File: config.mk
export PLATFORM = sky130hd
export DESIGN_NAME = kti_ram
export DESIGN_NICKNAME = d
export VERILOG_FILES = /design/src/kti_ram.sv
export SDC_FILE = /design/constraint.sdc
export NUM_CORES = 1
export LEC_CHECK = 0
export BUFFER_PORTS_ARGS = -buffer_cell sky130_fd_sc_hd__clkbuf_2
export CORE_UTILIZATION = 40
export CTS_CLUSTER_DIAMETER = 200
export DETAILED_ROUTE_END_ITERATION = 16
export PLACE_DENSITY = 0.61
export SETUP_SLACK_MARGIN = 0.2
export SLEW_MARGIN = 20
export SYNTH_ARGS = -nofsm -noshare
export SYNTH_HDL_FRONTEND = slang
export SYNTH_SLANG_ARGS = --single-unit
File: constraint.sdc
create_clock -name i_clk -period 2.65 [get_ports i_clk]
set_input_delay 0.3975 -clock i_clk [delete_from_list [all_inputs] [get_ports i_clk]]
set_output_delay 0.3975 -clock i_clk [all_outputs]
set_load 0.01 [all_outputs]
File: src/kti_ram.sv
`default_nettype none
module kti_ram #(
    parameter int WIDTH = 8,
    parameter int DEPTH = 16
) (
    input  wire logic                     i_clk,
    input  wire logic                     i_we,
    input  wire logic [$clog2(DEPTH)-1:0] i_waddr,
    input  wire logic [WIDTH-1:0]         i_wdata,
    input  wire logic [$clog2(DEPTH)-1:0] i_raddr,
    output logic      [WIDTH-1:0]         o_rdata
);
    logic [WIDTH-1:0] r_mem [DEPTH];
    always_ff @(posedge i_clk) begin
        if (i_we) r_mem[i_waddr] <= i_wdata;
        o_rdata <= r_mem[i_raddr];
    end
endmodule
`default_nettype wire
==> results.yml <==
cts:
  cts_tree: "done"
  cts_sinks: 136
  max-clock-path-buffers: 2
  clk_latency_ns: 0.41
  cts_setup_buffers: 0
  path_clk_slew_ns: 0.05
  htreeDepth: 4
  clockRootBuffer: "clkbuf_16"
  cts_hold_buf: 0
  cts_buffers: 17
  ctsResizeCount: 0
worst_setup_path:
  worstPathCellList: "clkbuf_2 > buf_12 > mux4_1 > a22oi_1 > nand2_1"
  arrival_ns: 1.70
  worstSetupPathType: "primary input to flip-flop"
  r2r-start: "r_mem[9][2]"
  cp-startpoint: "i_raddr[0]"
  crit_path_start_kind: "primary input"
  cpPeakStageDelay_ns: 0.58
  crit_path_end_kind: "flip-flop"
  critPathRequiredTime_ns: 2.94
  crit_buf_inv: 2
  crit_family: "multiplexers"
  cp_slowest_cell: "mux4_1"
  crit_fanout: 32
layout:
  drive_gt1_frac: 0.316
  antenna_cells: 0
  nNetsFinal: 299
  instances_no_fill: 466
  synthToLayoutAreaGrowth_pct: 20.8
power:
  p_int_mw: 4.25
  power_density_nw_per_um2: 841
  swShare: 0.187
  p_comb_frac: 0.042
  cellLeakagePower_nw: 2.12
  clkPwrFrac: 0.495
  peakVddDrop_v: 0.000390
  switchingPower_mw: 0.978
  seq_power_share: 0.463
  p_total_mw: 5.23
timing:
  setup_viol: 0
  final-max-slew-violation-count: 0
  whs_ns: 0.412
  fmax_mhz: 709
  finalCritPeriodShare: 0.532
  period_needed_ns: 1.41
  finalHoldViolations: 0
  worst_slew_pin_slew_ns: 0.725
  rsz0062_at_grt: "false"
  finalClockSkew_ns: 0.00401
  slew_headroom: 0.515
  fin_setup_tns_ns: 0
  layout_setup_ws_ns: 1.24
synth:
  ys_seq_area_frac: 0.778
  yosys_warnings: 0
  syn-num-nets: 247
  synth_edf_count: 128
  synth_cells: 229
  synth.avg_cell_area_um2: 22.5
  netlist_top_cells_area: "edfxtp_1 (75%), mux4_2 (7.9%), mux4_1 (7.1%)"
  ys_ff_latch: 136
  synth_top_cell_area_share: 0.747
  yosys.cell_count.top_type: "edfxtp_1"
  synth_ff_type: "edfxtp_1"
  netlist_area_um2: 5150
  synth_common_cells: "edfxtp_1 (128), mux4_2 (18), a22oi_1 (16)"
  async_flop_share: 0
  ys_types: 19
  yosysTopAreaCell: "edfxtp_1"
floorplanning:
  die_w_um: 115
  fp.dieH_um: 115
  dieArea_um2: 13300
  pin_count: 26
  initial_utilization: 0.410
  coreArea_um2: 12600
  row_count: 41
hold_path:
  min-delay-start: "i_wdata[2]"
  hp-class: "primary input to flip-flop"
placed_design:
  io_buffers: 25
  dp_hpwl_um: 5810
  dp_cells: 434
  gp_congestion: 0.687
  pre_cts_ws_ns: 0.780
global_route:
  grt_max_degree: 33
  overflow: 0
  grt_pass1_wl_um: 14700
  track_usage: 0.162
  antenna_found_initial: 0
  grt_pass1_vias: 2544
drt:
  vias: 2426
  viasPerCell: 5.21
  drc: 0
  drt-wirelength-per-cell_um: 20.2
  ant_nets: 0
  dr.first_iter.drc_count: 186
  drt_wl_total_um: 9420
  first_pass_iters: 5
run:
  max-cap-violations: 0
outcome:
  status: "finished, final reports clean"
stage by stage:
step           cell area, um2   util
6_report                 6220  0.495
3_3_place_gp             5560  0.443
3_5_place_dp             5560  0.443
2_1_floorplan            5150      -
4_1_cts                  6220  0.495
5_1_grt                  6220  0.495
state kept, by name, summed over array words and instances (netlist names):
register / flops
r_mem: 128
o_rdata: 8
cell usage in the layout (no fill, tap or decap), types with 8 or more instances in the layout:
| cell | n |
|---|---|
| buf_4 | 16 |
| nand2_1 | 9 |
| edfxtp_1 | 128 |
| mux4_2 | 18 |
| a22oi_1 | 16 |
| clkbuf_16 | 17 |
| dfxtp_1 | 8 |
| clkbuf_2 | 25 |
| nor2_1 | 13 |
| mux4_1 | 14 |
cells by family after synthesis:
family | Yosys count | synth area share
and+or+nand+nor | 35 | 0.0318
buffers and inverters | 10 | 0.0168
DFF | 136 | 0.778
AOI/OAI and AO/OA | 16 | 0.0233
muxes | 32 | 0.150
power by group through the flow:
| stage | registers [mW] | clock network, mW | logic, mW |
|---|---|---|---|
| final | 2.42 | 2.59 | 0.218 |
| after global placement | 2.46 | 0 | 0.221 |
| after CTS | 2.42 | 2.63 | 0.225 |
| after global routing | 2.42 | 2.73 | 0.239 |
| after floorplan | 2.47 | 0 | 0.122 |
| after detailed placement | 2.46 | 0 | 0.224 |
routing by layer:
layer	global-route usage	wire length [um]	vias to the layer above
met5	0	0	-
met1	0.209	4050	1279
li1	-	-	1078
met4	0.0649	72	0
met2	0.258	4820	63
met3	0.0507	481	6
cell type report:
cell class / instances / area [um2]
fillers: 1011 / 6350
flip-flops and latches: 136 / 4000
multi-input cells: 83 / 1060
clock buffers: 17 / 425
repair buffers: 43 / 285
clock inverters: 15 / 231
well taps: 172 / 215
final timing paths:
kind | end | slack [ns] | cells past startpoint
hold / removal | r_mem[0][2] | 0.41 | 1
hold reg to reg | o_rdata[2] | 0.66 | 3
setup reg to reg | o_rdata[2] | 1.32 | 3
setup / recovery | o_rdata[2] | 1.24 | 5
Power figures use the tool's default switching activity.
